==> src/hw/rtl/esrp_pkg.sv <==
`timescale 1ns / 1ps

package esrp_pkg;

    localparam int unsigned TYPE_W   = 8;
    localparam int unsigned WORD_W   = 64;
    localparam int unsigned BYTES_W  = 4;
    localparam int unsigned NTYPES   = 56;

    localparam logic [TYPE_W-1:0] T_NONE     = 8'd0;
    localparam logic [TYPE_W-1:0] T_COPY     = 8'd19;
    localparam logic [TYPE_W-1:0] T_JMPSLOT  = 8'd21;
    localparam logic [TYPE_W-1:0] T_RELATIVE = 8'd22;

    localparam logic [BYTES_W-1:0] ACC_NONE = 4'd0;
    localparam logic [BYTES_W-1:0] ACC_HALF = 4'd2;
    localparam logic [BYTES_W-1:0] ACC_WORD = 4'd4;
    localparam logic [BYTES_W-1:0] ACC_DBL  = 4'd8;

    localparam logic [6:0] MASK_ALL = 7'd64;

    typedef enum logic [1:0] {
        ST_PATCHED = 2'd0,
        ST_SKIPPED = 2'd1,
        ST_UNKNOWN = 2'd2,
        ST_UNDEF   = 2'd3
    } esrp_status_t;

    // per-type decode: symbol/pc flags, right shift, field mask width, access width
    typedef struct packed {
        logic                sym;
        logic                pc;
        logic [5:0]          shift;
        logic [6:0]          mask_w;
        logic [BYTES_W-1:0]  bytes;
    } esrp_info_t;

    // what the merge stage needs
    typedef struct packed {
        esrp_status_t        status;
        logic [5:0]          shift;
        logic [6:0]          mask_w;
        logic [BYTES_W-1:0]  bytes;
    } esrp_ctl_t;

    function automatic esrp_info_t mk(input logic sym, input logic pc,
                                      input logic [5:0] sh, input logic [6:0] mw,
                                      input logic [BYTES_W-1:0] b);
        esrp_info_t r;
        r.sym    = sym;
        r.pc     = pc;
        r.shift  = sh;
        r.mask_w = mw;
        r.bytes  = b;
        return r;
    endfunction

    function automatic esrp_info_t type_info(input logic [5:0] t);
        esrp_info_t r;
        case (t)
            6'd1:  r = mk(1'b1, 1'b0, 6'd0,  7'd8,  ACC_WORD);
            6'd2:  r = mk(1'b1, 1'b0, 6'd0,  7'd16, ACC_WORD);
            6'd3:  r = mk(1'b1, 1'b0, 6'd0,  7'd32, ACC_WORD);
            6'd4:  r = mk(1'b1, 1'b1, 6'd0,  7'd8,  ACC_WORD);
            6'd5:  r = mk(1'b1, 1'b1, 6'd0,  7'd16, ACC_WORD);
            6'd6:  r = mk(1'b1, 1'b1, 6'd0,  7'd32, ACC_WORD);
            6'd7:  r = mk(1'b1, 1'b1, 6'd2,  7'd30, ACC_WORD);
            6'd8:  r = mk(1'b1, 1'b1, 6'd2,  7'd22, ACC_WORD);
            6'd9:  r = mk(1'b1, 1'b0, 6'd10, 7'd22, ACC_WORD);
            6'd10: r = mk(1'b1, 1'b0, 6'd0,  7'd22, ACC_WORD);
            6'd11: r = mk(1'b1, 1'b0, 6'd0,  7'd13, ACC_WORD);
            6'd12: r = mk(1'b1, 1'b0, 6'd0,  7'd10, ACC_WORD);
            6'd13: r = mk(1'b0, 1'b0, 6'd0,  7'd10, ACC_WORD);
            6'd14: r = mk(1'b0, 1'b0, 6'd0,  7'd13, ACC_WORD);
            6'd15: r = mk(1'b0, 1'b0, 6'd10, 7'd22, ACC_WORD);
            6'd16: r = mk(1'b1, 1'b1, 6'd0,  7'd10, ACC_WORD);
            6'd17: r = mk(1'b1, 1'b1, 6'd10, 7'd22, ACC_WORD);
            6'd18: r = mk(1'b0, 1'b1, 6'd2,  7'd30, ACC_WORD);
            6'd20: r = mk(1'b1, 1'b0, 6'd0,  7'd32, ACC_DBL);
            // relative: load_base + addend, full word
            6'd22: r = mk(1'b0, 1'b0, 6'd0,  MASK_ALL, ACC_DBL);
            6'd23: r = mk(1'b1, 1'b0, 6'd0,  7'd32, ACC_WORD);
            6'd24: r = mk(1'b0, 1'b0, 6'd0,  7'd32, ACC_WORD);
            6'd25: r = mk(1'b0, 1'b0, 6'd10, 7'd22, ACC_WORD);
            6'd26: r = mk(1'b0, 1'b0, 6'd0,  7'd10, ACC_WORD);
            6'd27: r = mk(1'b0, 1'b1, 6'd0,  7'd32, ACC_WORD);
            6'd28: r = mk(1'b0, 1'b1, 6'd10, 7'd22, ACC_WORD);
            6'd29: r = mk(1'b0, 1'b1, 6'd0,  7'd10, ACC_WORD);
            6'd30: r = mk(1'b1, 1'b0, 6'd0,  7'd10, ACC_WORD);
            6'd31: r = mk(1'b1, 1'b0, 6'd0,  7'd11, ACC_WORD);
            6'd32: r = mk(1'b1, 1'b0, 6'd0,  MASK_ALL, ACC_DBL);
            6'd33: r = mk(1'b1, 1'b0, 6'd0,  7'd10, ACC_WORD);
            6'd34: r = mk(1'b1, 1'b0, 6'd42, 7'd22, ACC_WORD);
            6'd35: r = mk(1'b1, 1'b0, 6'd32, 7'd10, ACC_WORD);
            6'd36: r = mk(1'b1, 1'b0, 6'd10, 7'd22, ACC_WORD);
            6'd37: r = mk(1'b1, 1'b1, 6'd42, 7'd22, ACC_WORD);
            6'd38: r = mk(1'b1, 1'b1, 6'd32, 7'd10, ACC_WORD);
            6'd39: r = mk(1'b1, 1'b1, 6'd10, 7'd22, ACC_WORD);
            6'd40: r = mk(1'b1, 1'b1, 6'd2,  7'd16, ACC_WORD);
            6'd41: r = mk(1'b1, 1'b1, 6'd2,  7'd19, ACC_WORD);
            6'd42: r = mk(1'b1, 1'b0, 6'd0,  MASK_ALL, ACC_WORD);
            6'd43: r = mk(1'b1, 1'b0, 6'd0,  7'd7,  ACC_WORD);
            6'd44: r = mk(1'b1, 1'b0, 6'd0,  7'd5,  ACC_WORD);
            6'd45: r = mk(1'b1, 1'b0, 6'd0,  7'd6,  ACC_WORD);
            6'd46: r = mk(1'b1, 1'b1, 6'd0,  MASK_ALL, ACC_DBL);
            6'd47: r = mk(1'b0, 1'b0, 6'd0,  MASK_ALL, ACC_DBL);
            6'd48: r = mk(1'b1, 1'b0, 6'd10, 7'd22, ACC_WORD);
            6'd49: r = mk(1'b1, 1'b0, 6'd0,  7'd13, ACC_WORD);
            6'd50: r = mk(1'b1, 1'b0, 6'd22, 7'd22, ACC_WORD);
            6'd51: r = mk(1'b1, 1'b0, 6'd12, 7'd10, ACC_WORD);
            6'd52: r = mk(1'b1, 1'b0, 6'd0,  7'd13, ACC_WORD);
            6'd53: r = mk(1'b1, 1'b0, 6'd0,  MASK_ALL, ACC_DBL);
            6'd54: r = mk(1'b1, 1'b0, 6'd0,  MASK_ALL, ACC_DBL);
            6'd55: r = mk(1'b1, 1'b0, 6'd0,  7'd16, ACC_HALF);
            // codes with no entry here (skipped or out of table) get no fields and no access width
            default: r = mk(1'b0, 1'b0, 6'd0, 7'd0, ACC_NONE);
        endcase
        return r;
    endfunction

endpackage

==> src/hw/rtl/elf_sparc_relocation_patch_core.sv <==
`timescale 1ns / 1ps
// SPARC64 ELF relocation patch engine.
// Input channel (s_*): one relocation request per beat: type, target offset,
//   addend, resolved symbol address with found flag, and the old contents at
//   the target, right aligned.
// Output channel (m_*): one result per request, in order: patched contents,
//   access width in bytes (0, 2, 4 or 8) and a status (patched, skipped,
//   unknown type, undefined symbol).
// Config channel (cfg_*): writes load_base; cfg_ready is always high. Write it
//   only while no request is in flight.
// Throughput is one request per cycle while the output is not stalled: three
//   register stages (decode and sums, PC-relative subtract, shift/mask/merge
//   into the output register); m_valid rises when a request reaches the third.
// Each stage has its own valid bit and takes new data whenever it is empty or
//   the stage after it moves, so a stalled m_ready only backs up the pipe as
//   far as it is full; bubbles are squeezed out and nothing is dropped.
// Reset (aresetn low, synchronous) empties the pipe and clears load_base.
module elf_sparc_relocation_patch_core (
    input  logic               aclk,
    input  logic               aresetn,

    input  logic               cfg_valid,
    output logic               cfg_ready,
    input  logic [63:0]        cfg_wdata,

    input  logic               s_valid,
    output logic               s_ready,
    input  logic [7:0]         s_reloc_type,
    input  logic [63:0]        s_target_offset,
    input  logic signed [63:0] s_addend,
    input  logic [63:0]        s_symbol_address,
    input  logic               s_symbol_found,
    input  logic [63:0]        s_old_contents,

    output logic               m_valid,
    input  logic               m_ready,
    output logic [63:0]        m_new_contents,
    output logic [3:0]         m_access_bytes,
    output logic [1:0]         m_status
);
    import esrp_pkg::*;

    logic [63:0] load_base_reg;

    // stage 1
    logic        v1_reg;
    esrp_ctl_t   ctl1_reg, ctl1_next;
    logic        pc1_reg, pc1_next;
    logic [63:0] sum1_reg, sum1_next;
    logic [63:0] pcb1_reg, pcb1_next;
    logic [63:0] old1_reg;

    // stage 2
    logic        v2_reg;
    esrp_ctl_t   ctl2_reg;
    logic [63:0] val2_reg, val2_next;
    logic [63:0] old2_reg;

    // stage 3 (output)
    logic        v3_reg;
    logic [63:0] new3_reg, new3_next;
    logic [3:0]  acc3_reg, acc3_next;
    logic [1:0]  st3_reg;

    logic rdy1, rdy2, rdy3;
    esrp_info_t info;
    logic [63:0] sym_sel;

    assign cfg_ready = 1'b1;

    assign rdy3    = !v3_reg || m_ready;
    assign rdy2    = !v2_reg || rdy3;
    assign rdy1    = !v1_reg || rdy2;
    assign s_ready = rdy1;

    always_ff @(posedge aclk) begin
        if (!aresetn) begin
            load_base_reg <= '0;
        end else if (cfg_valid && cfg_ready) begin
            load_base_reg <= cfg_wdata;
        end
    end

    // decode, addend + symbol (or base for relative), base + offset
    always_comb begin
        info = type_info(s_reloc_type[5:0]);
        ctl1_next.shift  = info.shift;
        ctl1_next.mask_w = info.mask_w;
        ctl1_next.bytes  = info.bytes;
        pc1_next         = info.pc;

        if (s_reloc_type == T_NONE || s_reloc_type == T_COPY ||
            s_reloc_type == T_JMPSLOT) begin
            ctl1_next.status = ST_SKIPPED;
        end else if (s_reloc_type >= TYPE_W'(NTYPES)) begin
            ctl1_next.status = ST_UNKNOWN;
        end else if (info.sym && !s_symbol_found) begin
            ctl1_next.status = ST_UNDEF;
        end else begin
            ctl1_next.status = ST_PATCHED;
        end

        if (s_reloc_type == T_RELATIVE) begin
            sym_sel = load_base_reg;
        end else if (info.sym) begin
            sym_sel = s_symbol_address;
        end else begin
            sym_sel = '0;
        end

        sum1_next = $unsigned(s_addend) + sym_sel;
        pcb1_next = load_base_reg + s_target_offset;
    end

    assign val2_next = pc1_reg ? (sum1_reg - pcb1_reg) : sum1_reg;

    esrp_merge u_merge (
        .ctl          (ctl2_reg),
        .value        (val2_reg),
        .old_contents (old2_reg),
        .new_contents (new3_next),
        .access_bytes (acc3_next)
    );

    always_ff @(posedge aclk) begin
        if (!aresetn) begin
            v1_reg <= 1'b0;
            v2_reg <= 1'b0;
            v3_reg <= 1'b0;
        end else begin
            if (rdy1) begin
                v1_reg <= s_valid;
            end
            if (rdy2) begin
                v2_reg <= v1_reg;
            end
            if (rdy3) begin
                v3_reg <= v2_reg;
            end
        end
    end

    always_ff @(posedge aclk) begin
        if (s_valid && rdy1) begin
            ctl1_reg <= ctl1_next;
            pc1_reg  <= pc1_next;
            sum1_reg <= sum1_next;
            pcb1_reg <= pcb1_next;
            old1_reg <= s_old_contents;
        end
        if (v1_reg && rdy2) begin
            ctl2_reg <= ctl1_reg;
            val2_reg <= val2_next;
            old2_reg <= old1_reg;
        end
        if (v2_reg && rdy3) begin
            new3_reg <= new3_next;
            acc3_reg <= acc3_next;
            st3_reg  <= ctl2_reg.status;
        end
    end

    assign m_valid        = v3_reg;
    assign m_new_contents = new3_reg;
    assign m_access_bytes = acc3_reg;
    assign m_status       = st3_reg;

endmodule

==> src/hw/rtl/esrp_merge.sv <==
`timescale 1ns / 1ps

module esrp_merge (
    input  esrp_pkg::esrp_ctl_t  ctl,
    input  logic [63:0]          value,
    input  logic [63:0]          old_contents,
    output logic [63:0]          new_contents,
    output logic [3:0]           access_bytes
);
    import esrp_pkg::*;

    logic [63:0] field_mask;
    logic [63:0] keep;
    logic [63:0] shifted;

    always_comb begin
        if (ctl.mask_w[6]) begin
            field_mask = '1;
        end else begin
            field_mask = (64'd1 << ctl.mask_w[5:0]) - 64'd1;
        end

        case (ctl.bytes)
            ACC_HALF: keep = {48'd0, 16'hffff};
            ACC_WORD: keep = {32'd0, 32'hffff_ffff};
            ACC_DBL:  keep = '1;
            default:  keep = '0;
        endcase

        shifted = (value >> ctl.shift) & field_mask;

        if (ctl.status == ST_PATCHED) begin
            new_contents = ((old_contents & keep & ~field_mask) | shifted) & keep;
            access_bytes = ctl.bytes;
        end else begin
            new_contents = '0;
            access_bytes = ACC_NONE;
        end
    end

endmodule

==> config.mk <==
export PLATFORM = sky130hd
export DESIGN_NAME = elf_sparc_relocation_patch_core
export DESIGN_NICKNAME = d
export VERILOG_FILES = /design/src/hw/rtl/esrp_pkg.sv /design/src/hw/rtl/elf_sparc_relocation_patch_core.sv /design/src/hw/rtl/esrp_merge.sv
export SDC_FILE = /design/constraint.sdc
export NUM_CORES = 1
export LEC_CHECK = 0
export BUFFER_PORTS_ARGS = -buffer_cell sky130_fd_sc_hd__buf_2
export CORE_MARGIN = 10
export CORE_UTILIZATION = 45
export DETAILED_ROUTE_END_ITERATION = 10
export GPL_TIMING_DRIVEN = 0
export MAX_ROUTING_LAYER = met4
export PLACE_DENSITY = 0.69
export SYNTH_ARGS = -nofsm -noshare
export SYNTH_HDL_FRONTEND = slang
export SYNTH_SLANG_ARGS = --single-unit
==> constraint.sdc <==
create_clock -name aclk -period 16.51 [get_ports aclk]
set_input_delay 3.302 -clock aclk [delete_from_list [all_inputs] [get_ports aclk]]
set_output_delay 3.302 -clock aclk [all_outputs]
set_load 0.02 [all_outputs]
==> results of run 1 <==
-- power by group through the flow --
stage | registers (mW) | logic (mW) | clock network, mW
global route | 1.61 | 1.44 | 1.40
finish | 1.60 | 1.32 | 1.32
global placement | 1.65 | 1.28 | 0
floorplan | 1.61 | 0.915 | 0
CTS | 1.60 | 1.30 | 1.35
detailed placement | 1.62 | 1.29 | 0
-- worst register-to-register path, delay by kind of cell (launching register included) --
kind | cells | cell delay [ps]
AO/OA/AOI/OAI | 10 | 3730
multiplexers | 1 | 130
flip-flops | 1 | 390
adder cells (fa/ha/maj) | 1 | 250
-- routing by layer --
layer	vias up	track usage	routed length, µm
li1	14200	-	-
met1	14000	0.339	50000
met2	1142	0.441	55800
met3	247	0.0348	7040
met4	0	0.119	5620
met5	-	-	0
-- cells in the mapped netlist, drive strengths merged, types with 28 or more instances --
master / instances / share of area
nand4: 43 / 0.0079
nor2: 258 / 0.029
and2: 28 / 0.0052
mux2i: 117 / 0.034
ha: 203 / 0.075
mux4: 41 / 0.027
a21o: 108 / 0.024
edfxtp: 424 / 0.37
a21oi: 310 / 0.046
o21ai: 253 / 0.037
buf: 32 / 0.0040
nand2: 480 / 0.053
xor2: 69 / 0.018
nor3: 67 / 0.0099
clkbuf: 160 / 0.018
a31oi: 41 / 0.0079
nor2b: 105 / 0.019
inv: 136 / 0.015
a211oi: 40 / 0.0090
o21bai: 33 / 0.0073
or3: 30 / 0.0055
xnor2: 119 / 0.031
dfxtp: 67 / 0.040
nand3: 62 / 0.0091
mux2: 59 / 0.020
-- kinds of logic (layout without fill, tap and decap cells) --
logic type / after synthesis / count (layout) / share of synthesized area
xor gates and xnor gates: 188 / 188 / 0.0485
buffers and inverters: 332 / 856 / 0.0371
AOI/OAI and AO/OA: 1000 / 1000 / 0.186
other: 2 / 9 / 0.000221
muxes: 217 / 217 / 0.0812
DFF: 491 / 491 / 0.414
adders and majority gates: 206 / 206 / 0.0766
and+or+nand+nor: 1158 / 1158 / 0.156
-- worst max-delay path by stage --
stage,from,to,slack [ps],cells after the start
after CTS,s_reloc_type[1],sum1_reg[57],6590,22
after global routing,s_reloc_type[1],sum1_reg[57],6240,23
after global placement,m_ready,old1_reg[59],-3140,3
after floorplan,m_ready,ctl2_reg[10],1780,2
after detailed placement,s_reloc_type[1],sum1_reg[57],5930,22
final,s_reloc_type[1],sum1_reg[57],6430,23
-- metrics by stage --
step | utilization | TNS, ps | cells
3_3_place_gp | 0.499 | -1096720 | 4965
2_1_floorplan | - | 0 | 3594
4_1_cts | 0.529 | 0 | 5087
5_1_grt | 0.530 | 0 | 5093
3_5_place_dp | 0.503 | 0 | 4980
6_report | 0.530 | 0 | 5094
-- layout make-up --
cell class,count,area [µm²],share of cell area
sequential,491,14100,0.356
buffer,192,737,0.0187
antenna,7,17.5,0.000443
clock buffer,66,1500,0.0380
clock inverter,41,458,0.0116
inverter,140,526,0.0133
multi-input combinational,2771,18700,0.472
timing repair buffer,417,2320,0.0587
tap,969,1210,0.0307
==> impl_metrics.json, run 1 <==
{
  "path_cells": "buf_2 -> inv_1 -> ha_1 -> nor2_1 -> a21oi_1 -> nor2_1 -> a21oi_1 -> o22ai_1 -> clkbuf_1 -> clkbuf_1 -> o21ai_0 -> ha_1 -> a21oi_1 -> o21ai_0 -> o21a_1 -> or3_1 -> a21oi_1 -> o31ai_2 -> a311oi_2 -> o21ai_1 -> a221oi_1 -> o21ai_0 -> xor2_1",
  "ant_nets": 0,
  "power_density_nw_per_um2": 107,
  "endpoint_kind": "register",
  "comb_power_share": 0.311,
  "pwr-share-clk": 0.311,
  "whs_ps": 416,
  "r2r_slack_ps": 11690,
  "clock-sinks": 491,
  "rsz0062_at_grt": "false",
  "critPathMaxStageDelay_ps": 1000,
  "crit_family": "compound AO/OA/AOI/OAI gates",
  "grt_max_degree": 35,
  "ys_ff_latch": 491,
  "vias": 29500,
  "min_period_ps": 10080,
  "reg2reg_from": "load_base_reg[1]",
  "p_int_mw": 2.82,
  "worstMarginPinSlew_ps": 1280,
  "netlist_area_um2": 34000,
  "dieArea_um2": 86800,
  "reg2regPathDepth": 12,
  "fin_ws_ps": 6430,
  "dpl.hpwl_mm": 95.5,
  "max_freq_ghz": 0.0992,
  "layout_common_cells": "480 x nand2_1, 424 x edfxtp_1, 408 x buf_2, 309 x a21oi_1, 258 x nor2_1",
  "synth-seq-area-share": 0.414,
  "nNetsFinal": 4610,
  "power_mw": 4.23,
  "critPathRequiredTime_ps": 16870,
  "die_w_um": 295,
  "synth_nets": 4134,
  "vdd_drop_max_mv": 0.0731,
  "ios": 407,
  "num_rows": 100,
  "maxSlewViolCount": 0,
  "stdcell_area_um2": 39500,
  "cts_setup_buffers": 0,
  "fin_crit_sh": 0.610,
  "drv_cap": 0,
  "place_area_um2": 37500,
  "p_switching_mw": 1.41,
  "crit_fanout": 11,
  "first_pass_iters": 6,
  "vias_per_cell": 5.80,
  "core_area_um2": 74600,
  "numPortBuffers": 402,
  "htreeDepth": 2,
  "cts_root_buffer": "clkbuf_16",
  "worstSkewPairLatency_ps": 630,
  "die_h_um": 295,
  "overflow": 0,
  "clock_path_buffers": 3,
  "area_growth_pct": 16.3,
  "hold_viol": 0,
  "cts_tree": "yes",
  "cp.arrival_ps": 10430,
  "slew_headroom": 0.147,
  "drive_above_1_share": 0.162,
  "ys_types": 94,
  "grt_usage": 0.272,
  "yosys_warnings": 0,
  "first_iter_violations": 2524,
  "hold_buffers": 0,
  "postSynth.asyncResetShare": 0,
  "whs_endpoint": "ctl2_reg[4]",
  "criticalPathCategory": "in2reg",
  "path_buf_inv": 4,
  "r2r_end": "pcb1_reg[63]",
  "leakagePower_nw": 16.1,
  "finalSetupViolCount": 0,
  "synthCells": 3594,
  "fillers": 6906,
  "routabilityCongestion": 1.01,
  "routed_wl_mm": 119,
  "fin_skew_ps": 17.4,
  "setup.worst_path.start_class": "input port",
  "drc_errors": 0,
  "synth_edf_count": 424,
  "cts-buffers-inserted": 57,
  "whs_path_depth": 0,
  "antenna_found_initial": 6,
  "seq_power_share": 0.378,
  "status": "finished clean",
  "syn_avg_cell_area_um2": 9.45,
  "grt_pass1_wl_mm": 177,
  "synth_flop_cell": "edfxtp_1",
  "ctsResizeCount": 0,
  "swShare": 0.333,
  "hold_class": "reg2reg",
  "start_util": 0.455,
  "hp-start": "ctl1_reg[4]",
  "slowest_stage": "clkbuf_1",
  "place_ws_ps": 5930,
  "clkTransAtPathRegs_ps": 60,
  "post_drt_wl_per_cell_um": 23.3,
  "layout_commonest_cell": "nand2_1",
  "grt_pass1_vias": 29200,
  "cp_common_cell": "a21oi_1"
}
Power figures use the tool's default switching activity.
==> inputs of run 2 (changes only) <==
- PLACE_DENSITY: 0.69 -> 0.72
- clock period: 16.51 -> 8.2 ns (I/O delays scaled with it)
==> run 2 against run 1 <==
Register-to-register slack lost 8400 ps. Clock power grew 97%. Die area is the same. Worst hold slack lost 1.3 ps. Cell count is essentially flat. First-iteration DRC count shrank 1.2%. Sequential power grew 100%. Sequential share of layout area is essentially flat. Core utilization shrank 0.052 points. Clock-buffer cell count shrank 3. Non-clock buffer count is the same.
==> impl_metrics.json, run 2 (synthesized netlist as in run 1, its figures left out) <==
{
  "critPathRequiredTime_ps": 8550,
  "die_w_um": 295,
  "cts_setup_buffers": 0,
  "first_pass_iters": 6,
  "core_area_um2": 74600,
  "num_rows": 100,
  "slowest_stage": "o22ai_1",
  "finalSetupViolCount": 0,
  "clock-sinks": 491,
  "path_buf_inv": 4,
  "crit_end": "sum1_reg[57]",
  "fillers": 6958,
  "rsz0062_at_grt": "false",
  "criticalPathCategory": "in2reg",
  "numPortBuffers": 402,
  "layout_common_cells": "480 x nand2_1, 424 x edfxtp_1, 408 x buf_2, 309 x a21oi_1, 258 x nor2_1",
  "drive_above_1_share": 0.162,
  "reg2reg_from": "load_base_reg[1]",
  "fin_skew_ps": 22.4,
  "slew_headroom": 0.166,
  "min_period_ps": 7880,
  "hold_class": "reg2reg",
  "drc_errors": 0,
  "ant_nets": 0,
  "worstMarginPinSlew_ps": 1240,
  "r2r_slack_ps": 3310,
  "dieArea_um2": 86800,
  "maxSlewViolCount": 0,
  "ctsResizeCount": 0,
  "routabilityCongestion": 1.04,
  "utilization": 0.529,
  "fin_crit_sh": 0.961,
  "cts-buffers-inserted": 57,
  "hold_viol": 0,
  "vias": 29700,
  "antenna_found_initial": 5,
  "grt_usage": 0.267,
  "leakagePower_nw": 16.1,
  "drv_cap": 0,
  "area_growth_pct": 16.2,
  "clkTransAtPathRegs_ps": 60,
  "layout_commonest_cell": "nand2_1",
  "overflow": 0,
  "vdd_drop_max_mv": 0.159,
  "max_freq_ghz": 0.127,
  "fin_setup_tns_ps": 0,
  "critPathMaxStageDelay_ps": 620,
  "htreeDepth": 2,
  "crit_family": "compound AO/OA/AOI/OAI gates",
  "worstSkewPairLatency_ps": 640,
  "whs_ps": 415,
  "crit_fanout": 11,
  "start_util": 0.455,
  "reg2regPathDepth": 12,
  "cts_root_buffer": "clkbuf_16",
  "hold_buffers": 0,
  "status": "finished clean",
  "ios": 407,
  "clock_path_buffers": 3,
  "routed_wl_mm": 117,
  "first_iter_violations": 2494,
  "setup.worst_path.start_class": "input port",
  "grt_max_degree": 35,
  "cts_tree": "yes",
  "power_density_nw_per_um2": 214,
  "grt_pass1_wl_mm": 175,
  "path_cells": "buf_2 -> inv_1 -> ha_1 -> nand2_1 -> o211ai_1 -> a21oi_1 -> o22ai_1 -> clkbuf_2 -> clkbuf_1 -> o21ai_0 -> ha_1 -> a21oi_1 -> o21ai_0 -> o21a_1 -> or3_1 -> a21oi_1 -> o31ai_2 -> a311oi_2 -> o21ai_1 -> a221oi_1 -> o21ai_0 -> xor2_1",
  "dpl.hpwl_mm": 94.8,
  "vias_per_cell": 5.84,
  "path_depth": 22,
  "die_h_um": 295,
  "r2r_end": "pcb1_reg[63]",
  "nNetsFinal": 4610,
  "grt_pass1_vias": 29300,
  "cp-startpoint": "s_reloc_type[1]",
  "post_drt_wl_per_cell_um": 23.0,
  "endpoint_kind": "register",
  "cp.arrival_ps": 8230
}
==> run 2: cell count changes in the layout (fill, tap and decap cells not counted), sizes merged <==
cell and delta:
inv -5, clkinv +9, clkbuf -3, bufinv -1, clkinvlp -1
==> run 2: worst min path at each step <==
stage                             from           end  slack, ps  depth (start not counted)
after global routing      ctl1_reg[12]  ctl2_reg[12]        420                          0
after CTS                 ctl1_reg[12]  ctl2_reg[12]        410                          0
after global placement     ctl1_reg[8]   ctl2_reg[8]        400                          0
after floorplan           ctl1_reg[10]  ctl2_reg[10]        400                          0
final                     old1_reg[25]  old2_reg[25]        420                          0
after detailed placement  ctl1_reg[10]  ctl2_reg[10]        400                          0
==> run 2: power by group <==
part	internal, mW	leakage [nW]	switching [mW]
Combinational	1.07	10.7	1.57
Clock	1.51	0.943	1.09
Sequential	3.06	4.53	0.162
==> run 2: layer usage <==
metal  up-vias  GRT usage  wire length, µm
li1      14200          -                -
met1     14000      0.331            48900
met2      1283      0.430            54700
met3       255     0.0366             7760
met4         0      0.123             5870
met5         -          -                0
==> run 2: area by class of cell <==
type	instances	area [µm²]	share of cell area
multi-input cells	2771	18700	0.473
flip-flops and latches	491	14100	0.357
repair buffers	417	2330	0.0590
clock buffers	63	1490	0.0378
well taps	969	1210	0.0307
plain buffers	192	738	0.0187
inverters	140	526	0.0133
clock inverters	43	422	0.0107
diodes	7	17.5	0.000444
==> run 2: per-stage QoR <==
step	setup WS, ps	instances	cell area, µm²	power, mW
CTS	57.3	5086	39400	8.48
detailed placement	-604	4980	37500	5.86
global route	11.8	5090	39500	8.88
global placement	-650	4965	37200	5.84
floorplan	2070	3594	34000	5.06
finish	318	5093	39500	8.46
